===== src/p2h_pkg.sv =====
`default_nettype none

package p2h_pkg;

   // pipeline depth, input register to output register
   localparam int NUM_STAGES = 10;

   localparam int PIX_W = 16;
   localparam int DIFF_W = PIX_W + 1;
   localparam int INV_W = 20;
   localparam int COEF_W = 16;
   localparam int SIZE_FRAC_BITS = 16;
   // scaled coordinate: |dx| * inv fits 36 bits plus sign
   localparam int FX_W = 37;
   // fx is split into an unsigned low part and a signed high part
   localparam int FX_LO_W = 21;
   localparam int FX_HI_W = FX_W - FX_LO_W;
   localparam int PLO_W = 37;
   localparam int PHI_W = COEF_W + FX_HI_W;
   localparam int SLO_W = PLO_W + 1;
   localparam int SHI_W = PHI_W + 1;
   // fractional q, r, s with all fraction bits kept
   localparam int VAL_W = SHI_W + FX_LO_W;
   localparam int CELL_W = 19;
   localparam int CELL_MAX = 262143;
   localparam int CELL_MIN = -262144;

   typedef enum logic [2:0] {
      CSR_ORIGIN_X = 3'd0,
      CSR_ORIGIN_Y = 3'd1,
      CSR_INV_CELL_WIDTH = 3'd2,
      CSR_INV_CELL_HEIGHT = 3'd3,
      CSR_COEF_QX = 3'd4,
      CSR_COEF_QY = 3'd5,
      CSR_COEF_RX = 3'd6,
      CSR_COEF_RY = 3'd7
   } csr_index_type;

   localparam int CSR_DATA_W = INV_W;

   localparam logic signed [PIX_W-1:0] RST_ORIGIN_X = 16'sd0;
   localparam logic signed [PIX_W-1:0] RST_ORIGIN_Y = 16'sd0;
   localparam logic [INV_W-1:0] RST_INV_CELL_WIDTH = 20'd65536;
   localparam logic [INV_W-1:0] RST_INV_CELL_HEIGHT = 20'd65536;
   localparam logic signed [COEF_W-1:0] RST_COEF_QX = 16'sd9459;
   localparam logic signed [COEF_W-1:0] RST_COEF_QY = -16'sd5461;
   localparam logic signed [COEF_W-1:0] RST_COEF_RX = 16'sd0;
   localparam logic signed [COEF_W-1:0] RST_COEF_RY = 16'sd10923;

   typedef struct packed {
      logic signed [PIX_W-1:0] origin_x;
      logic signed [PIX_W-1:0] origin_y;
      logic [INV_W-1:0] inv_cell_width;
      logic [INV_W-1:0] inv_cell_height;
      logic signed [COEF_W-1:0] coef_qx;
      logic signed [COEF_W-1:0] coef_qy;
      logic signed [COEF_W-1:0] coef_rx;
      logic signed [COEF_W-1:0] coef_ry;
   } cfg_type;

   // which cube component gets rebuilt from the other two
   typedef enum logic [1:0] {
      FIX_Q = 2'd0,
      FIX_R = 2'd1,
      FIX_S = 2'd2
   } fix_sel_type;

endpackage

`default_nettype wire


===== src/p2h_scale.sv =====
`default_nettype none

module p2h_scale (
   input wire logic clock,
   input wire logic [1:0] load,
   input wire p2h_pkg::cfg_type cfg,
   input wire logic signed [p2h_pkg::PIX_W-1:0] pixel_x,
   input wire logic signed [p2h_pkg::PIX_W-1:0] pixel_y,
   output logic signed [p2h_pkg::FX_W-1:0] fx,
   output logic signed [p2h_pkg::FX_W-1:0] fy
);

   localparam int PROD_W = p2h_pkg::DIFF_W + p2h_pkg::INV_W + 1;

   logic signed [p2h_pkg::DIFF_W-1:0] dx_ff, dx_in;
   logic signed [p2h_pkg::DIFF_W-1:0] dy_ff, dy_in;
   logic signed [p2h_pkg::FX_W-1:0] fx_ff, fx_in;
   logic signed [p2h_pkg::FX_W-1:0] fy_ff, fy_in;
   logic signed [PROD_W-1:0] prod_x;
   logic signed [PROD_W-1:0] prod_y;

   // stage 1: offset from the layout origin
   assign dx_in = $signed({pixel_x[p2h_pkg::PIX_W-1], pixel_x})
                - $signed({cfg.origin_x[p2h_pkg::PIX_W-1], cfg.origin_x});
   assign dy_in = $signed({pixel_y[p2h_pkg::PIX_W-1], pixel_y})
                - $signed({cfg.origin_y[p2h_pkg::PIX_W-1], cfg.origin_y});

   // stage 2: scale by the reciprocal cell size
   assign prod_x = dx_ff * $signed({1'b0, cfg.inv_cell_width});
   assign prod_y = dy_ff * $signed({1'b0, cfg.inv_cell_height});
   assign fx_in = prod_x[p2h_pkg::FX_W-1:0];
   assign fy_in = prod_y[p2h_pkg::FX_W-1:0];

   always_ff @(posedge clock) begin
      if (load[0]) begin
         dx_ff <= dx_in;
         dy_ff <= dy_in;
      end
      if (load[1]) begin
         fx_ff <= fx_in;
         fy_ff <= fy_in;
      end
   end

   assign fx = fx_ff;
   assign fy = fy_ff;

endmodule

`default_nettype wire


===== config.mk =====
export PLATFORM = sky130hd
export DESIGN_NAME = p2h_scale
export DESIGN_NICKNAME = d
export VERILOG_FILES = /design/src/p2h_pkg.sv /design/src/p2h_scale.sv
export SDC_FILE = /design/constraint.sdc
export NUM_CORES = 2
export LEC_CHECK = 0
export BUFFER_PORTS_ARGS = -buffer_cell sky130_fd_sc_hd__buf_2
export CAP_MARGIN = 20
export CELL_PAD_IN_SITES_DETAIL_PLACEMENT = 0
export CELL_PAD_IN_SITES_GLOBAL_PLACEMENT = 1
export CORE_MARGIN = 2
export CORE_UTILIZATION = 28
export CTS_CLUSTER_DIAMETER = 50
export DETAILED_ROUTE_END_ITERATION = 7
export PLACE_DENSITY = 0.54
export SLEW_MARGIN = 20
export SYNTH_ARGS = -nofsm -noshare
export SYNTH_HDL_FRONTEND = slang
export SYNTH_SLANG_ARGS = --single-unit

===== constraint.sdc =====
create_clock -name clock -period 9.9 [get_ports clock]
set_input_delay 1.98 -clock clock [delete_from_list [all_inputs] [get_ports clock]]
set_output_delay 1.98 -clock clock [all_outputs]
set_load 0.005 [all_outputs]

Word-level counts from Yosys, hierarchy flattened

Cells that the tools add are included.

Register bits: 108
Output and inout bits: 74

Add/sub/neg operators: 2
Multiply operators: 2

Operator list:

| cell                                           | count |
|---|---|
| 17-bit by 21-bit multiplier with 37-bit output | 2 |
| 16-bit by 16-bit subtractor with 17-bit output | 2 |

Longest topological paths before layout

Depth in word-level cells: 1
Mapped depth: 23
Gate-level depth less buffers: 22

Least setup slack after synthesis

Ideal clock, no wire load.

Path type: input to register
Start: input cfg[94] in the netlist's numbering
End: register fx_ff, in the netlist fx[33] (data pin)
Arrival time: 7251 ps
Slack: 2388 ps
Stages on the path: 21
Path buffers: 2
Cell sequence: clkbuf_1 > nand2_1 > fa_1 > inv_1 > fa_1 > fa_1 > fa_1 > fa_1 > inv_1 > fa_1 > inv_1 > ha_1 > clkbuf_1 > a21o_1 > a21oi_1 > o211ai_1 > a2111oi_1 > o21ai_1 > a21oi_1 > o21ai_1 > xor2_1

Word-level cells in the longest chain between the ends: 1

Ends and longest elaborated chain:

| element                                        | RTL line        | text |
|---|---|---|
| from (decl)                                    | p2h_scale.sv:6  | `input wire p2h_pkg::cfg_type cfg,` |
| 17-bit by 21-bit multiplier with 37-bit output | p2h_scale.sv:29 | `assign prod_x = dx_ff * $signed({1'b0, cfg.inv_cell_width});` |
| net prod_x[33]                                 | p2h_scale.sv:19 | `logic signed [PROD_W-1:0] prod_x;` |
| to (signal assigned)                           | p2h_scale.sv:40 | `fx_ff <= fx_in;` |
| to (decl)                                      | p2h_scale.sv:17 | `logic signed [p2h_pkg::FX_W-1:0] fx_ff, fx_in;` |

The timed path passes the listed nets, and every way through them passes these cells.
A chain may end at the register's enable or synchronous reset.

Worst setup path after layout

Start: input cfg[91] in the netlist's numbering
End: register fx_ff, in the netlist fx[33] (data pin)

Same word-level chain as after synthesis.

==> impl_metrics.ini <==
[grt]
antenna_found_initial = 8
grt_overflow = 0
grt_pass1_vias = 21140
grt_pass1_wl_um = 122400
grt_use_total_pct = 15.66
grt_max_degree = 42

[timing]
slew_headroom_pct = 28.60
rsz0062_at_grt = false
slew_viol_final = 0
max_slew.worst_pin.slew_ns = 1.071
fin_worst_skew_ns = 0.01951
post-route-min-period_ns = 7.867
fin_crit_sh_pct = 79.47
setup_tns_ns = 0
final_hold_viol_count = 0
setup_viol = 0
fmax_mhz = 127.1

[critical_path]
worstSetupEndpointType = flip-flop
reg2regPathDepth = 20
crit_top_cell = fa_1
r2r_slack_ns = 2.81
r2r_end = fx[33]
start_kind = input pin
max_stage_delay_ns = 0.58
cp.required_ns = 10.06
cp_slowest_cell = fa_1
critical_path_peak_fanout = 17
critPathKind = in -> reg
worstPathArrival_ns = 8.03
crit_path_cell_trace = buf_2 > nand2_1 > fa_1 > inv_1 > fa_1 > fa_1 > fa_1 > fa_1 > inv_1 > fa_1 > inv_1 > ha_1 > a21o_1 > a21oi_1 > o211ai_1 > a2111oi_1 > buf_4 > o21ai_1 > a21oi_1 > o21ai_1 > xor2_1
reg2reg_from = dx_ff[16]

[final_layout]
antenna_cells = 0
final_common_cell = inv_1
utilization_pct = 30.61
area_growth_pct = 8.801
fin_cells = 4330
layout_common_cells = inv_1, fa_1, nand2_1, and2_1, ha_1
nets = 4039
nFillCells = 10470
drive_gt1_share_pct = 7.131

[drt]
drc = 0
ant_nets = 0
num_vias = 19320
wl_um = 76320
wl_per_cell_um = 17.63
routed_via_density = 4.461
firstDrtPassIters = 5
drt_iter0_markers = 706

[logic_synthesis]
syn_inst = 2963
synth_edf_count = 108
yosys.area_share.simple_pct = 16.03
synth_fa_ha_area_share_pct = 52.38
synth-seq-cells = 108
synth_compound_area_share_pct = 5.832
syn_area_mm2 = 0.02757
synthXorXnorAreaFrac_pct = 2.987
ys_async_sr_fraction_pct = 0
synth.distinct_cells = 63
synthFlopType = edfxtp_1
muxShareOfSynthArea_pct = 0.03631
yosysSeqAreaShare_pct = 11.76
synth_top_family_by_area = adder cells
avgSynthCellArea_um2 = 9.304
synth_nets = 3964
ys_warn_count = 0

[flow_run]
cap_violations = 0

[clocking]
root_buffer = clkbuf_16
numCtsBuffers = 9
cts_sinks = 108
clk_latency_ns = 0.43
clk_path_buf_depth = 2
post_cts_buffers = 0
cts.repair.resized = 0
cts_tree = yes
clk_pin_slew_ns = 0.10
cts_hold_buf = 0
htreeDepth = 3

[floorplanning]
die_x_um = 317.8
core.rowCount = 115
ios = 245
core-area_mm2 = 0.09799
initial_core_util_pct = 28.13
dieArea_mm2 = 0.1010
die_y_um = 317.8

[placed_design]
gp_congestion = 0.7976
portBuffers = 180
hpwl_um = 61840
place_inst = 4314

[hold_path]
min_path_type = reg -> reg
hold_start = dx_ff[0]
hold_depth = 1
hold_path_end = fx[0]

[run_status]
status = completed
## cell usage after synthesis (all sizes together) (3+ instances only)
cell type / number / area [um^2]
inv: 675 / 2534
fa: 540 / 10810
nand2: 356 / 1336
and2: 330 / 2064
ha: 290 / 3628
clkbuf: 116 / 435.4
edfxtp: 108 / 3243
a21oi: 87 / 435.4
nor2: 78 / 300.3
xnor2: 68 / 595.6
o21ai: 41 / 205.2
a21o: 37 / 277.8
nand2b: 27 / 168.9
xor2: 26 / 227.7
nand4: 19 / 125.1
nor2b: 14 / 87.58
nor3: 14 / 70.07
o21a: 13 / 97.59
a31oi: 12 / 75.07
buf: 11 / 56.30
nand3: 11 / 55.05
o211ai: 11 / 82.58
o21bai: 11 / 82.58
and3: 8 / 50.05
a211o: 4 / 35.03
a211oi: 4 / 30.03
a311oi: 3 / 32.53
a31o: 3 / 26.28
and4: 3 / 26.28
nand3b: 3 / 22.52
nor4: 3 / 18.77
o2111ai: 3 / 32.53
o221ai: 3 / 26.28
o22ai: 3 / 18.77
o41ai: 3 / 33.79
or2: 3 / 18.77
## stage by stage
| stage | setup slack [ns] | instance area (um^2) | hold slack (ns) |
|---|---|---|---|
| floorplan | 2.388 | 27570 | 0.7480 |
| finish | 2.033 | 29990 | 1.232 |
| global placement | 1.509 | 29670 | 1.213 |
| CTS | 1.998 | 29990 | 1.251 |
| detailed placement | 1.570 | 29670 | 1.222 |
| global route | 1.680 | 29990 | 1.278 |
## sequential cells by signal, indices dropped and copies added, names as in the netlist
register / flops
dx_ff: 17
fx: 37
fy: 37
dy_ff: 17
## metal layers
metal | wire length (um) | GRT usage [%]
met2 | 37710 | 27.04
met3 | 2731 | 2.178
met5 | 21 | 0
met1 | 34910 | 20.97
met4 | 949 | 2.942
## cell type report
type	count	area [um^2]	share of cell area [%]
multi-input combinational	2053	21300	71.01
sequential	108	3243	10.81
inverter	675	2534	8.448
tap	1287	1610	5.369
timing repair buffer	191	985.9	3.287
clock buffer	10	229.0	0.7634
clock inverter	6	92.59	0.3087
## logic make-up (layout without fill, tap and decap cells)
logic type                 Yosys count  count (layout)
and+or+nand+nor                    877             877
adders and majority gates          830             830
buffers and inverters              802             882
AOI/OAI and AO/OA                  251             251
DFF                                108             108
xor gates and xnor gates            94              94
muxes                                1               1
## worst max path at each step
stage / from / end / slack, ns / cells after the start
floorplan: cfg[94] / fx[33] / 2.39 / 21
global placement: cfg[91] / fx[33] / 1.51 / 21
global route: cfg[82] / fy[33] / 1.68 / 20
detailed placement: cfg[94] / fx[33] / 1.57 / 21
finish: cfg[91] / fx[33] / 2.03 / 21
CTS: cfg[94] / fx[33] / 2.00 / 21
## critical path: cells and delay by family
| family | cells | cell delay, ns |
|---|---|---|
| adders and majority gates | 7 | 3.45 |
| AOI/OAI and AO/OA | 7 | 1.57 |
| buffers and inverters | 5 | 0.71 |
| xor gates and xnor gates | 1 | 0.16 |
| and+or+nand+nor | 1 | 0.14 |
Power is not shown: default switching activity piles up to over one toggle a cycle in this logic, so the estimate is an artifact.
