`src/p2h_pkg.sv`:
```
`default_nettype none

package p2h_pkg;

   // pipeline depth, input register to output register
   localparam int NUM_STAGES = 10;

   localparam int PIX_W = 16;
   localparam int DIFF_W = PIX_W + 1;
   localparam int INV_W = 20;
   localparam int COEF_W = 16;
   localparam int SIZE_FRAC_BITS = 16;
   // scaled coordinate: |dx| * inv fits 36 bits plus sign
   localparam int FX_W = 37;
   // fx is split into an unsigned low part and a signed high part
   localparam int FX_LO_W = 21;
   localparam int FX_HI_W = FX_W - FX_LO_W;
   localparam int PLO_W = 37;
   localparam int PHI_W = COEF_W + FX_HI_W;
   localparam int SLO_W = PLO_W + 1;
   localparam int SHI_W = PHI_W + 1;
   // fractional q, r, s with all fraction bits kept
   localparam int VAL_W = SHI_W + FX_LO_W;
   localparam int CELL_W = 19;
   localparam int CELL_MAX = 262143;
   localparam int CELL_MIN = -262144;

   typedef enum logic [2:0] {
      CSR_ORIGIN_X = 3'd0,
      CSR_ORIGIN_Y = 3'd1,
      CSR_INV_CELL_WIDTH = 3'd2,
      CSR_INV_CELL_HEIGHT = 3'd3,
      CSR_COEF_QX = 3'd4,
      CSR_COEF_QY = 3'd5,
      CSR_COEF_RX = 3'd6,
      CSR_COEF_RY = 3'd7
   } csr_index_type;

   localparam int CSR_DATA_W = INV_W;

   localparam logic signed [PIX_W-1:0] RST_ORIGIN_X = 16'sd0;
   localparam logic signed [PIX_W-1:0] RST_ORIGIN_Y = 16'sd0;
   localparam logic [INV_W-1:0] RST_INV_CELL_WIDTH = 20'd65536;
   localparam logic [INV_W-1:0] RST_INV_CELL_HEIGHT = 20'd65536;
   localparam logic signed [COEF_W-1:0] RST_COEF_QX = 16'sd9459;
   localparam logic signed [COEF_W-1:0] RST_COEF_QY = -16'sd5461;
   localparam logic signed [COEF_W-1:0] RST_COEF_RX = 16'sd0;
   localparam logic signed [COEF_W-1:0] RST_COEF_RY = 16'sd10923;

   typedef struct packed {
      logic signed [PIX_W-1:0] origin_x;
      logic signed [PIX_W-1:0] origin_y;
      logic [INV_W-1:0] inv_cell_width;
      logic [INV_W-1:0] inv_cell_height;
      logic signed [COEF_W-1:0] coef_qx;
      logic signed [COEF_W-1:0] coef_qy;
      logic signed [COEF_W-1:0] coef_rx;
      logic signed [COEF_W-1:0] coef_ry;
   } cfg_type;

   // which cube component gets rebuilt from the other two
   typedef enum logic [1:0] {
      FIX_Q = 2'd0,
      FIX_R = 2'd1,
      FIX_S = 2'd2
   } fix_sel_type;

endpackage

`default_nettype wire

```
`src/p2h_pipe_ctrl.sv`:
```
`default_nettype none

module p2h_pipe_ctrl (
   input wire logic clock,
   input wire logic reset,
   input wire logic in_valid,
   output logic in_ready,
   input wire logic out_ready,
   output logic out_valid,
   output logic [p2h_pkg::NUM_STAGES-1:0] load
);

   logic [p2h_pkg::NUM_STAGES-1:0] valid_ff;
   logic [p2h_pkg::NUM_STAGES-1:0] valid_in;
   logic [p2h_pkg::NUM_STAGES:0] rdy;

   // a stage takes new data when it is empty or its successor takes its data
   always_comb begin
      rdy[p2h_pkg::NUM_STAGES] = out_ready;
      for (int i = p2h_pkg::NUM_STAGES - 1; i >= 0; i--) begin
         rdy[i] = !valid_ff[i] || rdy[i+1];
      end
   end

   always_comb begin
      for (int i = 0; i < p2h_pkg::NUM_STAGES; i++) begin
         load[i] = rdy[i];
         if (rdy[i]) begin
            valid_in[i] = (i == 0) ? in_valid : valid_ff[(i == 0) ? 0 : i - 1];
         end else begin
            valid_in[i] = valid_ff[i];
         end
      end
   end

   always_ff @(posedge clock) begin
      if (reset) begin
         valid_ff <= '0;
      end else begin
         valid_ff <= valid_in;
      end
   end

   assign in_ready = rdy[0];
   assign out_valid = valid_ff[p2h_pkg::NUM_STAGES-1];

endmodule

`default_nettype wire

```
`config.mk`:
```
export PLATFORM = sky130hd
export DESIGN_NAME = p2h_pipe_ctrl
export DESIGN_NICKNAME = d
export VERILOG_FILES = /design/src/p2h_pkg.sv /design/src/p2h_pipe_ctrl.sv
export SDC_FILE = /design/constraint.sdc
export NUM_CORES = 1
export LEC_CHECK = 0
export ABC_AREA = 1
export ABC_CLOCK_PERIOD_IN_PS = 1500
export BUFFER_PORTS_ARGS = -buffer_cell sky130_fd_sc_hd__buf_2
export CORE_AREA = 2 2 39 41
export DETAILED_ROUTE_END_ITERATION = 8
export DIE_AREA = 0 0 41 43
export HOLD_SLACK_MARGIN = 0.05
export PLACE_DENSITY = 0.56
export SLEW_MARGIN = 0
export SYNTH_ARGS = -nofsm -noshare
export SYNTH_HDL_FRONTEND = slang
export SYNTH_SLANG_ARGS = --single-unit
```
`constraint.sdc`:
```
create_clock -name clock -period 1.5 [get_ports clock]
set_input_delay 0.15 -clock clock [delete_from_list [all_inputs] [get_ports clock]]
set_output_delay 0.15 -clock clock [all_outputs]
set_load 0.005 [all_outputs]
```
---- Word-level counts from Yosys, hierarchy flattened ----
Index checks and enable logic that the tools add are counted.
storage, ports and cells
  output and inout port bits .............. 12
  bits in registers ....................... 10
operators by class
  reduce and logical (&&, ||, !) cells .... 20
operators with widths
  kind              count
  $logic_not 1->1   10
  $logic_or 1x1->1  10

---- Depth between registers and ports, before layout ----
Gate-level depths: netlist (run 1).
  depth after elaboration ................. 11
  mapped depth ............................ 7

---- Worst setup path before layout (run 1) ----
Ideal clock, no wire load.
  kind .................................... flip-flop to output port
  start ................................... reg valid_ff[9] in the netlist's numbering
  end ..................................... out load[0] in the netlist's numbering
  path slack .............................. 214 ps
  path buffers ............................ 1
  cell stages (with the launch flop) ...... 7
  data arrival time ....................... 1136 ps
  required time ........................... 1350 ps
  cell sequence ........................... dfxtp_1 nand3_2 nor2_4 nand4_4 nor2_4 nand4_2 buf_4
on the way
  longest elaborated chain between the ends .. 11
RTL lines
  what                           line                 source
  start, declared                p2h_pipe_ctrl.sv:13  logic [p2h_pkg::NUM_STAGES-1:0] valid_ff;
  start signal, assigned         p2h_pipe_ctrl.sv:40  valid_ff <= valid_in;
  $logic_not 1->1                p2h_pipe_ctrl.sv:21  rdy[i] = !valid_ff[i] || rdy[i+1];
  $logic_or 1x1->1 (2 in a row)  p2h_pipe_ctrl.sv:21
  via load, one bit              p2h_pipe_ctrl.sv:10  output logic [p2h_pkg::NUM_STAGES-1:0] load
  $logic_or 1x1->1 (4 in a row)  p2h_pipe_ctrl.sv:21
  via load, one bit              p2h_pipe_ctrl.sv:10
  $logic_or 1x1->1 (4 in a row)  p2h_pipe_ctrl.sv:21
  end, declared                  p2h_pipe_ctrl.sv:10
The timed path passes the listed nets, and every way through them passes these cells.

---- Worst setup path in the final report (run 1) ----
  start ................................... reg valid_ff[9] in the netlist's numbering
  end ..................................... out in_ready
on the way
  longest elaborated chain between the ends .. 11
RTL lines
  what                            line                 source
  $logic_not 1->1                 p2h_pipe_ctrl.sv:21
  $logic_or 1x1->1 (10 in a row)  p2h_pipe_ctrl.sv:21
  end, declared                   p2h_pipe_ctrl.sv:7   output logic in_ready,
Every way passes these cells.

==> flow_metrics.tcl, run 1 <==
set metrics [dict create \
    seq_area_frac_synth 0.4908 \
    period_share 0.9871 \
    drt.antenna.violating_nets 0 \
    whs_ps 136.6 \
    largest_register_ffs 10 \
    drc_errors 0 \
    layout_top_registers "valid_ff x10" \
    n_antenna_cell 0 \
    placedCellCount 75 \
    final_period_minus_worst_setup_slack_ps 1481 \
    timing.critical_path.arrival_ps 1330 \
    max_flop_register "valid_ff" \
    multiplexer_share_of_the_synthesized_area 0 \
    drt_pass1_iterations 2 \
    cts_tree "yes" \
    critical_path.endpoint_type "primary output" \
    hpwl_um 526.1 \
    sequential_cell_area_sq_um 202.7 \
    worstHoldEndpoint "valid_ff[0]" \
    clock_sink_count 10 \
    path_class "reg -> out" \
    clk_root_buffer_cell "clkbuf_4" \
    cpMaxStageDelayCell "dfxtp_2" \
    num-fill-cells 149 \
    postSynthAreaPerCell_sq_um 8.867 \
    maxSlewViolCount 0 \
    grt_max_degree 11 \
    ys_types 12 \
    nNetsFinal 72 \
    worstSetupStartpointType "flop" \
    grt_setup_unrepaired "yes" \
    dr.first_iter.drc_count 2 \
    drive_above_1_share 0.4848 \
    synth_fa_ha_area_frac 0 \
    worst_path_largest_cell_delay_ps 360 \
    simple_gate_portion_of_the_synthesized_area 0.2423 \
    synthCells 46 \
    core.rowCount 14 \
    wl_cell_um 9.146 \
    first_global_vias 304 \
    worst_hold_stages 3 \
    global_route.overflow_total 0 \
    cts.hold.buffers_added 0 \
    critical_path.cell_chain "nand3_4 > nor2_4 > nand4_4 > nor2_4 > nand4_4 > buf_6" \
    finClkSkew_ps 3.950 \
    numCtsBuffers 3 \
    fp.coreArea_sq_um 1384 \
    die_h_um 43 \
    placement.io_buffers 15 \
    timing.reg2reg.setup_slack_ps 250 \
    worst-endpoint-required_ps 1350 \
    synth_top_area_share 0.4908 \
    synth_xor_xnor_area_share 0 \
    relSlewSlack 0.8594 \
    synth_largest_area_cell "dfxtp_1" \
    num_io_pins 16 \
    track_usage 0.09970 \
    largest_voltage_drop_on_the_vdd_net_v 0.0005045 \
    hold_path_startpoint "in_valid" \
    clockBufferDepth 2 \
    final-instance-count-excl-fill 82 \
    grt_first_pass_wirelength_um 1117 \
    run_status "finished clean" \
    initial_utilization 0.2948 \
    num_vias 347 \
    synth_top_family_by_area "simple AND/OR/NAND/NOR gates" \
    wirelength_um 750 \
    syn2layout_area_growth_pct 41.72 \
    drv.max_cap_violation_count 0 \
    worstPathMaxFanout 4 \
    post_drt_via_cell_ratio 4.232 \
    fmax_mhz 675.4 \
    cellLeakagePower_nw 0.2288 \
    hold_path.class "in -> reg" \
    powerDensity_nw_per_um2 803.3 \
    clk_pin_slew_worst_paths_ps 60 \
    antenna_found_initial 0 \
    insertion_delay_ps 260 \
    clock_tree.htree_level_count 1 \
    finalWeightedCongestion 0.6678 \
    total_die_area_sq_um 1763 \
    synth-compound-area-share 0.1196 \
    multi_input_area_sq_um 166.4 \
    die_x_um 41 \
    report.final.setup_viol 0 \
    critical_path.reg2reg.startpoint "valid_ff[9]" \
    synth_area_leaders "dfxtp_1 (49%), inv_1 (12%), a21oi_1 (9.8%)" \
    ys.warnings.count 0 \
    ys_ff_latch 10 \
    worstRegToRegCells 7 \
    critical_path.reg2reg.endpoint "valid_ff[0]" \
    netlist_area_pre_place_sq_um 407.9 \
    worst_slew_pin_slew_ps 210.6 \
    synth_fp_nets 50 \
    finalHoldViolations 0 \
]
## worst max-delay path: cells and delay by family (launching register included)
family / cells / cell delay (ps)
and+or+nand+nor: 5 / 580
DFF: 1 / 360
buffers and inverters: 1 / 140
## logic make-up after synthesis
group / Yosys count
DFF: 10
and+or+nand+nor: 12
buffers and inverters: 15
AOI/OAI and AO/OA: 9
## power by group
part           internal (mW)  switching (mW)  leakage (nW)
Combinational        0.00551         0.00921         0.133
Sequential             0.270         0.00469        0.0822
Clock                 0.0922          0.0828        0.0138
## stage by stage
stage	setup TNS (ps)	util	setup slack, ps	power [mW]	instance area (sq um)
4_1_cts	-88.94	0.4014	-34.62	0.4733	555.5
6_report	0	0.4177	19.35	0.4643	578.1
5_1_grt	-243.7	0.4177	-71.23	0.4815	578.1
3_5_place_dp	0	0.3553	230.3	0.2940	491.7
2_1_floorplan	0	-	213.6	0.2882	407.9
3_3_place_gp	0	0.3553	256.6	0.2935	491.7
## metal layers
layer / global-route usage / share of wire / vias up
li1: - / - / 181
met1: 0.1006 / 0.39 / 152
met2: 0.1438 / 0.50 / 14
met3: 0.08377 / 0.11 / 0
met4: 0.04000 / 0 / 0
met5: 0 / 0 / -
## area by class of cell
class,instances,area share
sequential,10,0.3506
multi-input combinational,21,0.2879
timing repair buffer,19,0.2035
inverter,13,0.08442
clock buffer,3,0.03896
tap,16,0.03463
## synth_stat cells, drive strengths merged
library cell,number
buf,1
nand3,2
clkbuf,1
dfxtp,10
nor2,5
nand4,2
a21oi,9
inv,13
nand2,3
## worst max path at each step
stage                      from       end  slack, ps  cells after the start
floorplan           valid_ff[9]   load[0]        210                      6
global placement    valid_ff[9]   load[0]        260                      6
detailed placement  valid_ff[9]  in_ready        230                      6
CTS                 valid_ff[9]  in_ready        -30                      6
global route        valid_ff[9]  in_ready        -70                      6
finish              valid_ff[9]  in_ready         20                      6
## repair_timing
item	in CTS	in global routing
resized for setup	4	3
pin swaps	3	3
setup buffers	3	1
setup endpoints to repair	4	7
## layout by cell type (no fill, tap or decap)
cell type  synthesis  layout
dfxtp_2            0       2
nand3_4            0       1
nor2_2             0       1
inv_1             13      13
buf_2              0      13
nor2_1             3       2
a21oi_1            8       8
clkbuf_4           0       3
buf_6              0       2
nand3_2            2       1
buf_4              1       4
a21oi_2            1       1
nand2_1            3       3
nand4_4            1       2
dfxtp_1           10       8
nor2_4             2       2
(Power assumes the default switching activity.)
==> run 2, diff against run 1 <==
--- a/config.mk
+++ b/config.mk
@@ -13,6 +13,7 @@
 export DIE_AREA = 0 0 41 43
 export HOLD_SLACK_MARGIN = 0.05
 export PLACE_DENSITY = 0.56
+export SETUP_SLACK_MARGIN = 0.5
 export SLEW_MARGIN = 0
 export SYNTH_ARGS = -nofsm -noshare
 export SYNTH_HDL_FRONTEND = slang
==> flow_metrics.tcl, run 2 (synthesis gave the netlist of run 1 again) <==
set metrics [dict create \
    worstSetupStartpointType "flop" \
    dr.first_iter.drc_count 3 \
    placedCellCount 75 \
    post-place-ws_ps 204.2 \
    cts.hold.buffers_added 0 \
    final_period_minus_worst_setup_slack_ps 1465 \
    die_x_um 41 \
    final-instance-count-excl-fill 85 \
    relSlewSlack 0.8539 \
    track_usage 0.09648 \
    finalWeightedCongestion 0.6781 \
    initial_utilization 0.2948 \
    worstPathMaxFanout 2 \
    critical_path.endpoint_type "primary output" \
    powerDensity_nw_per_um2 868.4 \
    critical-path-top-cell-by-count "buf_4" \
    post_drt_via_cell_ratio 4.094 \
    core.rowCount 14 \
    max_flop_register "valid_ff" \
    worst_path_largest_cell_delay_ps 350 \
    timing.critical_path.arrival_ps 1320 \
    finalHoldViolations 0 \
    grt_setup_unrepaired "yes" \
    clk_pin_slew_worst_paths_ps 70 \
    num_vias 348 \
    cpMaxStageDelayCell "dfxtp_2" \
    largest_register_ffs 10 \
    wirelength_um 745 \
    numCtsBuffers 3 \
    worst_slew_pin_slew_ps 219.1 \
    final_critical_path_setup_slack_ps 34.60 \
    drt.antenna.violating_nets 0 \
    total_die_area_sq_um 1763 \
    timing.setup.tns_ps 0 \
    nNetsFinal 74 \
    whs_ps 125.5 \
    largest_voltage_drop_on_the_vdd_net_v 0.0003246 \
    hold_path.class "in -> reg" \
    area_post_placement_sq_um 513.0 \
    clockBufferDepth 2 \
    grt_max_degree 11 \
    grt_first_pass_wirelength_um 1117 \
    maxSlewViolCount 0 \
    most-common-layout-cells "buf_2 (14), inv_1 (13), dfxtp_1 (8)" \
    layout_top_registers "valid_ff x10" \
    run_status "finished clean" \
    path_class "reg -> out" \
    antenna_found_initial 0 \
    placement.io_buffers 15 \
    critical_path.cell_chain "nand3_4 > nor2_4 > nand4_4 > buf_4 > buf_4 > buf_2" \
    drt_pass1_iterations 4 \
    hpwl_um 540.4 \
    global_route.overflow_total 0 \
    totalPowerFinal_mw 0.5313 \
    fp.coreArea_sq_um 1384 \
    clock_tree.htree_level_count 1 \
    num_io_pins 16 \
    drv.max_cap_violation_count 0 \
    first_global_vias 303 \
    drive_above_1_share 0.5507 \
    mostFrequentLayoutCell "buf_2" \
    finish.instance_area_sq_um 611.8 \
    die_h_um 43 \
    period_share 0.9769 \
    cts_tree "yes" \
    wl_cell_um 8.765 \
    path_buf_inv 3 \
    fmax_mhz 682.4 \
    clk_root_buffer_cell "clkbuf_4" \
    worst-endpoint-required_ps 1350 \
    clock_sink_count 10 \
    drc_errors 0 \
    cellLeakagePower_nw 0.2388 \
    n_antenna_cell 0 \
    final_core_util 0.4421 \
    report.final.setup_viol 0 \
    syn2layout_area_growth_pct 50.00 \
    path_delay_family "buffers and inverters" \
    finClkSkew_ps 2.617 \
    insertion_delay_ps 260 \
]
==> run 2: changes by cell type in the layout (fill, tap and decap cells not counted) <==
cell      previous run  this run
a21oi_1              8         5
a21oi_2              1         4
buf_4                4         6
buf_2               13        14
buf_6                2         1
clkbuf_8             0         1
==> run 2: path summary, 6_finish.rpt <==
check                    from     endpoint  slack, ps  cells after the start
hold / removal       in_valid  valid_ff[0]        130                      3
setup reg to reg  valid_ff[8]  valid_ff[0]        170                      8
setup / recovery  valid_ff[8]      load[4]         30                      6
hold reg to reg   valid_ff[8]  valid_ff[9]        480                      2
==> run 2: layer usage <==
layer / routed length [um] / up-vias / share of wire / GRT usage
met3: 49 / 0 / 0.066 / 0.03141
met2: 380 / 10 / 0.51 / 0.1375
met5: 0 / - / 0 / 0
met1: 315 / 151 / 0.42 / 0.1097
li1: - / 187 / - / -
met4: 0 / 0 / 0 / 0.08000
==> run 2: where the power goes <==
| group | internal, mW | total (mW) | leakage (nW) | switching (mW) |
|---|---|---|---|---|
| Sequential | 0.270 | 0.274 | 0.0822 | 0.00476 |
| Clock | 0.147 | 0.241 | 0.0210 | 0.0936 |
| Combinational | 0.00600 | 0.0159 | 0.136 | 0.00994 |
==> run 2: final cells by class <==
cell class                      instances  area [sq um]
Clock buffer                            4         36.28
Tap cell                               16         20.02
Multi-Input combinational cell         21         177.7
Inverter                               13         48.80
Sequential cell                        10         202.7
Fill cell                             151         772.0
Timing Repair Buffer                   21         126.4
==> run 2: what timing repair did <==
action,4_1_cts,5_1_grt
gates resized for setup,0,4
buffers inserted,3,3
pin swaps,2,0
endpoints found under the setup margin,15,18
==> run 2: worst reg2reg max path, cell delays in order (launching register included) <==
cell and delay [ps]:
dfxtp_2 350, nand3_4 90, nor2_4 110, nand4_4 100
nor2_4 160, nand4_4 90, buf_4 140, buf_4 120
a21oi_2 90
