### src/p2h_pkg.sv
`default_nettype none

package p2h_pkg;

   // pipeline depth, input register to output register
   localparam int NUM_STAGES = 10;

   localparam int PIX_W = 16;
   localparam int DIFF_W = PIX_W + 1;
   localparam int INV_W = 20;
   localparam int COEF_W = 16;
   localparam int SIZE_FRAC_BITS = 16;
   // scaled coordinate: |dx| * inv fits 36 bits plus sign
   localparam int FX_W = 37;
   // fx is split into an unsigned low part and a signed high part
   localparam int FX_LO_W = 21;
   localparam int FX_HI_W = FX_W - FX_LO_W;
   localparam int PLO_W = 37;
   localparam int PHI_W = COEF_W + FX_HI_W;
   localparam int SLO_W = PLO_W + 1;
   localparam int SHI_W = PHI_W + 1;
   // fractional q, r, s with all fraction bits kept
   localparam int VAL_W = SHI_W + FX_LO_W;
   localparam int CELL_W = 19;
   localparam int CELL_MAX = 262143;
   localparam int CELL_MIN = -262144;

   typedef enum logic [2:0] {
      CSR_ORIGIN_X = 3'd0,
      CSR_ORIGIN_Y = 3'd1,
      CSR_INV_CELL_WIDTH = 3'd2,
      CSR_INV_CELL_HEIGHT = 3'd3,
      CSR_COEF_QX = 3'd4,
      CSR_COEF_QY = 3'd5,
      CSR_COEF_RX = 3'd6,
      CSR_COEF_RY = 3'd7
   } csr_index_type;

   localparam int CSR_DATA_W = INV_W;

   localparam logic signed [PIX_W-1:0] RST_ORIGIN_X = 16'sd0;
   localparam logic signed [PIX_W-1:0] RST_ORIGIN_Y = 16'sd0;
   localparam logic [INV_W-1:0] RST_INV_CELL_WIDTH = 20'd65536;
   localparam logic [INV_W-1:0] RST_INV_CELL_HEIGHT = 20'd65536;
   localparam logic signed [COEF_W-1:0] RST_COEF_QX = 16'sd9459;
   localparam logic signed [COEF_W-1:0] RST_COEF_QY = -16'sd5461;
   localparam logic signed [COEF_W-1:0] RST_COEF_RX = 16'sd0;
   localparam logic signed [COEF_W-1:0] RST_COEF_RY = 16'sd10923;

   typedef struct packed {
      logic signed [PIX_W-1:0] origin_x;
      logic signed [PIX_W-1:0] origin_y;
      logic [INV_W-1:0] inv_cell_width;
      logic [INV_W-1:0] inv_cell_height;
      logic signed [COEF_W-1:0] coef_qx;
      logic signed [COEF_W-1:0] coef_qy;
      logic signed [COEF_W-1:0] coef_rx;
      logic signed [COEF_W-1:0] coef_ry;
   } cfg_type;

   // which cube component gets rebuilt from the other two
   typedef enum logic [1:0] {
      FIX_Q = 2'd0,
      FIX_R = 2'd1,
      FIX_S = 2'd2
   } fix_sel_type;

endpackage

`default_nettype wire

### src/p2h_round.sv
`default_nettype none

module p2h_round #(
   parameter int COEF_FRAC_BITS = 14
) (
   input wire logic clock,
   input wire logic [4:0] load,
   input wire logic signed [p2h_pkg::VAL_W-1:0] fq,
   input wire logic signed [p2h_pkg::VAL_W-1:0] fr,
   output logic signed [p2h_pkg::CELL_W-1:0] cell_q,
   output logic signed [p2h_pkg::CELL_W-1:0] cell_r,
   output logic signed [p2h_pkg::CELL_W-1:0] cell_s
);

   localparam int TOTAL_FRAC = p2h_pkg::SIZE_FRAC_BITS + COEF_FRAC_BITS;
   localparam int MAG_W = p2h_pkg::VAL_W - TOTAL_FRAC + 1;
   localparam int N_W = MAG_W + 1;
   localparam int SUM_W = N_W + 1;
   localparam logic signed [SUM_W-1:0] LIM_MAX = SUM_W'(p2h_pkg::CELL_MAX);
   localparam logic signed [SUM_W-1:0] LIM_MIN = SUM_W'(p2h_pkg::CELL_MIN);

   // lanes: 0 q, 1 r, 2 s
   logic signed [p2h_pkg::VAL_W-1:0] v_ff [0:2];
   logic signed [p2h_pkg::VAL_W-1:0] v_in [0:2];
   logic [p2h_pkg::VAL_W-1:0] abs_ff [0:2];
   logic [p2h_pkg::VAL_W-1:0] abs_in [0:2];
   logic [2:0] neg7_ff, neg7_in, neg8_ff;
   logic [MAG_W-1:0] mag_ff [0:2];
   logic [MAG_W-1:0] mag_in [0:2];
   logic [TOTAL_FRAC-1:0] err_ff [0:2];
   logic [TOTAL_FRAC-1:0] err_in [0:2];
   logic [TOTAL_FRAC-1:0] frac [0:2];
   logic signed [N_W-1:0] n_ff [0:2];
   logic signed [N_W-1:0] n_in [0:2];
   p2h_pkg::fix_sel_type sel_ff, sel_in;
   logic signed [SUM_W-1:0] res [0:2];
   logic signed [p2h_pkg::CELL_W-1:0] cell_ff [0:2];
   logic signed [p2h_pkg::CELL_W-1:0] cell_in [0:2];

   // stage 6: s from q and r
   assign v_in[0] = fq;
   assign v_in[1] = fr;
   assign v_in[2] = -fq - fr;

   always_comb begin
      for (int i = 0; i < 3; i++) begin
         // stage 7: magnitude and sign
         neg7_in[i] = v_ff[i][p2h_pkg::VAL_W-1];
         abs_in[i] = neg7_in[i] ? p2h_pkg::VAL_W'(-v_ff[i]) : p2h_pkg::VAL_W'(v_ff[i]);
         // stage 8: round the magnitude half up, error is distance to nearest integer
         frac[i] = abs_ff[i][TOTAL_FRAC-1:0];
         mag_in[i] = MAG_W'(abs_ff[i][p2h_pkg::VAL_W-1:TOTAL_FRAC])
                   + MAG_W'(abs_ff[i][TOTAL_FRAC-1]);
         err_in[i] = frac[i][TOTAL_FRAC-1] ? (~frac[i] + 1'b1) : frac[i];
         // stage 9: restore the sign
         n_in[i] = neg8_ff[i] ? -$signed({1'b0, mag_ff[i]}) : $signed({1'b0, mag_ff[i]});
      end
   end

   // stage 9: pick the component with the largest error; ties go to r, then s
   always_comb begin
      if (err_ff[0] > err_ff[1] && err_ff[0] > err_ff[2]) begin
         sel_in = p2h_pkg::FIX_Q;
      end else if (err_ff[1] > err_ff[2]) begin
         sel_in = p2h_pkg::FIX_R;
      end else begin
         sel_in = p2h_pkg::FIX_S;
      end
   end

   // stage 10: rebuild the chosen component, then saturate each one
   always_comb begin
      for (int i = 0; i < 3; i++) begin
         res[i] = SUM_W'(n_ff[i]);
      end
      case (sel_ff)
         p2h_pkg::FIX_Q: res[0] = -SUM_W'(n_ff[1]) - SUM_W'(n_ff[2]);
         p2h_pkg::FIX_R: res[1] = -SUM_W'(n_ff[0]) - SUM_W'(n_ff[2]);
         p2h_pkg::FIX_S: res[2] = -SUM_W'(n_ff[0]) - SUM_W'(n_ff[1]);
         default: res[2] = -SUM_W'(n_ff[0]) - SUM_W'(n_ff[1]);
      endcase
      for (int i = 0; i < 3; i++) begin
         if (res[i] > LIM_MAX) begin
            cell_in[i] = p2h_pkg::CELL_W'(p2h_pkg::CELL_MAX);
         end else if (res[i] < LIM_MIN) begin
            cell_in[i] = p2h_pkg::CELL_W'(p2h_pkg::CELL_MIN);
         end else begin
            cell_in[i] = res[i][p2h_pkg::CELL_W-1:0];
         end
      end
   end

   always_ff @(posedge clock) begin
      if (load[0]) begin
         v_ff <= v_in;
      end
      if (load[1]) begin
         abs_ff <= abs_in;
         neg7_ff <= neg7_in;
      end
      if (load[2]) begin
         mag_ff <= mag_in;
         err_ff <= err_in;
         neg8_ff <= neg7_ff;
      end
      if (load[3]) begin
         n_ff <= n_in;
         sel_ff <= sel_in;
      end
      if (load[4]) begin
         cell_ff <= cell_in;
      end
   end

   assign cell_q = cell_ff[0];
   assign cell_r = cell_ff[1];
   assign cell_s = cell_ff[2];

endmodule

`default_nettype wire

### config.mk
export PLATFORM = sky130hd
export DESIGN_NAME = p2h_round
export DESIGN_NICKNAME = d
export VERILOG_FILES = /design/src/p2h_pkg.sv /design/src/p2h_round.sv
export SDC_FILE = /design/constraint.sdc
export NUM_CORES = 1
export LEC_CHECK = 0
export BUFFER_PORTS_ARGS = -buffer_cell sky130_fd_sc_hd__buf_4
export CAP_MARGIN = 20
export CORE_MARGIN = 5
export CORE_UTILIZATION = 62
export CTS_BUF_LIST = sky130_fd_sc_hd__clkbuf_2 sky130_fd_sc_hd__clkbuf_4 sky130_fd_sc_hd__clkbuf_8
export CTS_CLUSTER_DIAMETER = 40
export CTS_CLUSTER_SIZE = 14
export DETAILED_ROUTE_END_ITERATION = 10
export PLACE_DENSITY = 0.92
export SETUP_SLACK_MARGIN = 0.4
export SLEW_MARGIN = 20
export SYNTH_ARGS = -nofsm -noshare
export SYNTH_HDL_FRONTEND = slang
export SYNTH_SLANG_ARGS = --single-unit
### constraint.sdc
create_clock -name clock -period 6 [get_ports clock]
set_input_delay 0.6 -clock clock [delete_from_list [all_inputs] [get_ports clock]]
set_output_delay 0.6 -clock clock [all_outputs]
set_load 0.02 [all_outputs]
# Word level (Yosys, flattened, before mapping)
# Index checks and enable logic that the tools add are counted.
op_classes:
  addsub: 19
  n_lt_le_gt_ge: 9
  n_eq_ne: 1
  n_mux: 16
  n_bitwise: 3
  reduce_logical: 3
op_table:
  columns: ["cell", "n"]
  rows:
  - ["$neg 54->54", 4]
  - ["$mux 53", 3]
  - ["$add 30x1->30 const B", 3]
  - ["$gt 30x30->1", 3]
  - ["$not 30->30", 3]
  - ["$mux 29", 3]
  - ["$gt 27x19->1 const B", 3]
  - ["$lt 27x19->1 const B", 3]
  - ["$mux 27", 3]
  - ["$sub 27x26->27", 3]
  - ["$neg 25->26", 3]
  - ["$add 24x1->25", 3]
  - ["$mux 25", 3]
  - ["$mux 19", 3]
  - ["$neg 26->27", 2]
  - ["$sub 54x54->54", 1]
  - ["$eq 2x1->1 const B", 1]
  - ["$logic_not 2->1", 1]
  - ["$mux 2", 1]
  - ["$reduce_or 2->1", 1]
  - ["$logic_and 1x1->1", 1]
word_totals:
  register_bits: 632
  input_bits: 114
  output_inout_bits: 57
  word_cells: 81

# Logic depth before layout (Yosys ltp)
depth:
  depth_word: 5
  mapped_depth: 20

# Worst setup path after synthesis
# OpenSTA, ideal clock, no wires.
synth_path:
  path_type: "reg2reg"
  startpoint: "register n_ff[54] (netlist name)"
  endpoint: "register cell_ff (netlist bit cell_s[10]) (data pin)"
  t_arrival_ns: 5.146
  setup_slack_ns: 0.707
  path_stages_with_launch: 21
  path_buffers: 2
  period_less_slack_ns: 5.293
  cell_sequence: "edfxtp_1 nor2_1 nand3_1 or3_1 or3_1 or3_1 nor2_1 xnor2_1 ha_1 clkbuf_1 nand2_1 o21ai_0 nor3_1 a2111oi_0 o211ai_1 nor2_1 a31oi_1 a2111oi_0 nor2_1 clkbuf_1 a21oi_1"
synth_between:
  elab_chain_cells: 5
synth_lines:
  columns: ["item", "line", "source"]
  rows:
  - ["start: declaration", "p2h_round.sv:33", "logic signed [N_W-1:0] n_ff [0:2];"]
  - ["start signal: assignment", "p2h_round.sv:107", "n_ff <= n_in;"]
  - ["$neg 26->27 *", "p2h_round.sv:79, p2h_round.sv:80", null]
  - ["$sub 27x26->27 *", "p2h_round.sv:79, p2h_round.sv:80", null]
  - ["$mux 27 *", null, null]
  - ["$lt 27x19->1", "p2h_round.sv:85", "end else if (res[i] < LIM_MIN) begin"]
  - ["$mux 19", "p2h_round.sv:85", null]
  - ["end signal: assignment", "p2h_round.sv:111", "cell_ff <= cell_in;"]
  - ["end: declaration", "p2h_round.sv:37", "logic signed [p2h_pkg::CELL_W-1:0] cell_ff [0:2];"]
# Mark *: on every way between the ends. The rest lies on a longest branch, timed or not.
# A chain may end at the register's enable or synchronous reset.

# Worst setup path after layout
layout_path:
  startpoint: "register n_ff[55] (netlist name)"
  endpoint: "register cell_ff (netlist bit cell_s[17]) (data pin)"
# The elaborated chain is that of the path after synthesis.

==> results.sh <==
export IMPL_nNetsFinal=4225
export IMPL_rows=91
export IMPL_die_h_um=260.7
export IMPL_ys_async_sr_fraction_pct=0
export IMPL_overflow=0
export IMPL_min_to="v_ff[109]"
export IMPL_finClkSkew_ns=0.07214
export IMPL_place_area_sq_um=41120
export IMPL_tns_ns=0
export IMPL_clock_root_buffer="clkbuf_8"
export IMPL_synth_seq_cells=632
export IMPL_final_common_cell="edfxtp_1"
export IMPL_dr_total_vias=30290
export IMPL_seqPwrFrac_pct=44.4
export IMPL_synth_area_sq_um=38950
export IMPL_fin_crit_sh_pct=88.33
export IMPL_finish_instance_area_sq_um=43210
export IMPL_htreeDepth=3
export IMPL_synth_edf_count=632
export IMPL_grt_setup_unrepaired="false"
export IMPL_crit_reg2reg_launch="n_ff[55]"
export IMPL_area_growth_pct=10.93
export IMPL_relSlewSlack_pct=26.22
export IMPL_pwr_share_comb_pct=29.2
export IMPL_viasPerCell=6.439
export IMPL_insertion_delay_ns=0.76
export IMPL_yosys_area_top_type="edfxtp_1"
export IMPL_worst_ep_required_time_ns=6.45
export IMPL_swShare_pct=35.17
export IMPL_clkPwrFrac_pct=26.4
export IMPL_p_switching_mw=5.029
export IMPL_post_route_cells_drive_above_1_share_pct=9.990
export IMPL_rr_worst_depth=15
export IMPL_synth_warnings=0
export IMPL_arrival_ns=5.75
export IMPL_syn_nets=4022
export IMPL_peakVddDrop_uv=212.2
export IMPL_hpwl_mm=79.16
export IMPL_synth_area_top_cells="edfxtp_1 49%, ha_1 10%, xnor2_1 9.4%"
export IMPL_ys_flop_type="edfxtp_1"
export IMPL_grt_max_degree=115
export IMPL_dieArea_sq_um=67940
export IMPL_worst_slew_pin_slew_ns=1.107
export IMPL_worstSetupPathType="reg -> reg"
export IMPL_clkTransAtPathRegs_ns=0.07
export IMPL_min_from="fq[1]"
export IMPL_internal_power_mw=9.271
export IMPL_firstDrtPassIters=7
export IMPL_cts_sinks=632
export IMPL_netlist_cell_type_count=70
export IMPL_avgSynthCellArea_sq_um=10.85
export IMPL_ios=171
export IMPL_wl_per_cell_um=22.61
export IMPL_r2r_end="cell_s[17]"
export IMPL_p_leak_nw=16.77
export IMPL_start_util_pct=62.89
export IMPL_gp_congestion=0.9727
export IMPL_route_detailed_drc=0
export IMPL_hold_path_class="in -> reg"
export IMPL_core_area_sq_um=61940
export IMPL_critPathCaptureType="flip-flop"
export IMPL_power_density_nw_per_um2=331.0
export IMPL_cts_buffer_depth=3
export IMPL_syn_inst=3590
export IMPL_critPathMaxFanout=9
export IMPL_grt_first_pass_wirelength_mm=162.8
export IMPL_outcome="finished, final reports clean"
export IMPL_antenna_found_initial=3
export IMPL_synth_top_area_share_pct=48.72
export IMPL_grt_pass1_vias=29060
export IMPL_hold_violations=0
export IMPL_rrSetupSlack_ns=0.70
export IMPL_wirelength_mm=106.3
export IMPL_drtIter0Drc=4014
export IMPL_die_x_um=260.7
export IMPL_grt_use_total_pct=30.49
export IMPL_place_port_buffers=170
export IMPL_slew_viol_final=0
export IMPL_postRouteAntennaNets=0
export IMPL_fin_crit_ns=5.300
export IMPL_final_cell_mix="632 x edfxtp_1, 417 x xnor2_1, 313 x ha_1"
export IMPL_cts_tree="built"
export IMPL_hold_path_depth=1
export IMPL_cp_start_kind="flip-flop"
export IMPL_cts_made_buffers=85
export IMPL_fmax_ghz=0.1887
export IMPL_ys_seq_area_share_pct=48.72
export IMPL_setup_viol=0
export IMPL_maxCapViolations=0
worst max path at each step:
stage / endpoint / from / cells past startpoint
finish: cell_s[17] / n_ff[55] / 15
global route: cell_s[0] / n_ff[55] / 19
CTS: cell_s[0] / n_ff[54] / 19
detailed placement: cell_s[0] / n_ff[54] / 19
global placement: cell_s[1] / n_ff[54] / 19
floorplan: cell_s[10] / n_ff[54] / 20
critical path, stage by stage, from the launching register on:
cell and delay (ns):
edfxtp_1 0.45, nor2_1 0.22, nand3_1 0.12, or3_1 0.40
and2_1 0.21, ha_1 0.33, a21o_1 0.22, or3_1 0.31
o21ai_0 0.58, o21ai_0 0.35, a31o_2 0.32, a221oi_1 0.31
nor3b_1 0.23, nand4_1 0.43, a221oi_1 0.47, nor2_1 0.07
sequential cells by signal, summed over array words and instances (netlist names):
name     flops
abs_ff     162
cell_q      19
cell_r      19
cell_s      19
err_ff      90
mag_ff      75
n_ff        78
neg7_ff      3
neg7_in      3
neg8_ff      3
sel_ff       2
v_ff       159
synth_stat cells, types with 5 or more instances:
cell type	count
nor2b_1	34
or4_4	6
or2_2	17
or3_1	60
and4_1	9
o2111ai_1	6
a211oi_1	22
a31o_2	5
clkbuf_1	73
nor3_1	72
nand2b_1	44
nand4_1	50
nor4b_1	8
nand3_1	81
o31ai_1	104
edfxtp_1	632
o41ai_1	44
ha_1	314
o211ai_1	21
and3_1	39
a311oi_1	5
nor4_1	27
xor2_1	69
inv_1	282
a21oi_1	192
a221oi_1	7
xnor2_1	417
o22ai_1	5
mux2i_1	11
a21o_1	83
o21bai_1	8
o31a_1	6
a21boi_0	9
a2111oi_0	5
nand2_1	243
nor2_1	161
o21ai_0	237
buf_1	6
and2_1	14
or4_1	53
a22oi_1	6
a31oi_1	25
o21a_1	26
through the flow:
step	utilization [%]	cells	power, mW	hold slack [ns]	setup WS, ns
global placement	66.39	4535	10.26	0.4048	0.6443
floorplan	-	3590	9.000	0.4003	0.7073
CTS	69.69	4700	14.19	0.0001194	0.5297
detailed placement	66.39	4535	10.42	0.4099	0.5893
finish	69.76	4704	14.30	0.04414	0.7003
global route	69.76	4704	14.92	0.02283	0.4184
logic make-up after synthesis:
| logic type | count (synthesis) | synth area share (%) |
|---|---|---|
| AO/OA/AOI/OAI | 845 | 13.85 |
| XOR/XNOR | 486 | 10.93 |
| adder cells (fa/ha/maj) | 318 | 10.29 |
| buffers and inverters | 361 | 3.479 |
| flip-flops | 632 | 48.72 |
| multiplexers | 12 | 0.3116 |
| AND/OR/NAND/NOR | 936 | 12.41 |
cell type report:
type | count | area (sq um)
sequential | 632 | 18980
clock inverter | 68 | 762.0
tap | 837 | 1047
multi-input combinational | 2597 | 18650
timing repair buffer | 195 | 1500
antenna | 3 | 7.507
inverter | 282 | 1059
fill | 4117 | 18730
clock buffer | 90 | 1207
layer usage:
metal | vias to the layer above | global-route usage, % | routed length [um]
li1 | 13760 | - | -
met1 | 14270 | 40.37 | 40410
met2 | 1938 | 51.71 | 51290
met3 | 324 | 4.131 | 9847
met4 | 0 | 11.45 | 4804
met5 | - | 0 | 0
timing repair:
item | CTS | global route
gates resized for setup | 0 | 8
endpoints found under the hold margin | 7 | 0
hold buffers | 7 | 0
endpoints found under the setup margin | 0 | 36
setup buffers | 0 | 0
power groups by stage:
stage / clock (mW) / sequential [mW] / combinational (mW)
floorplan: 0 / 6.26 / 2.74
global placement: 0 / 6.35 / 3.91
detailed placement: 0 / 6.41 / 4.01
CTS: 3.78 / 6.33 / 4.08
global route: 3.97 / 6.40 / 4.55
finish: 3.77 / 6.35 / 4.18
Power figures use the tool's default switching activity.
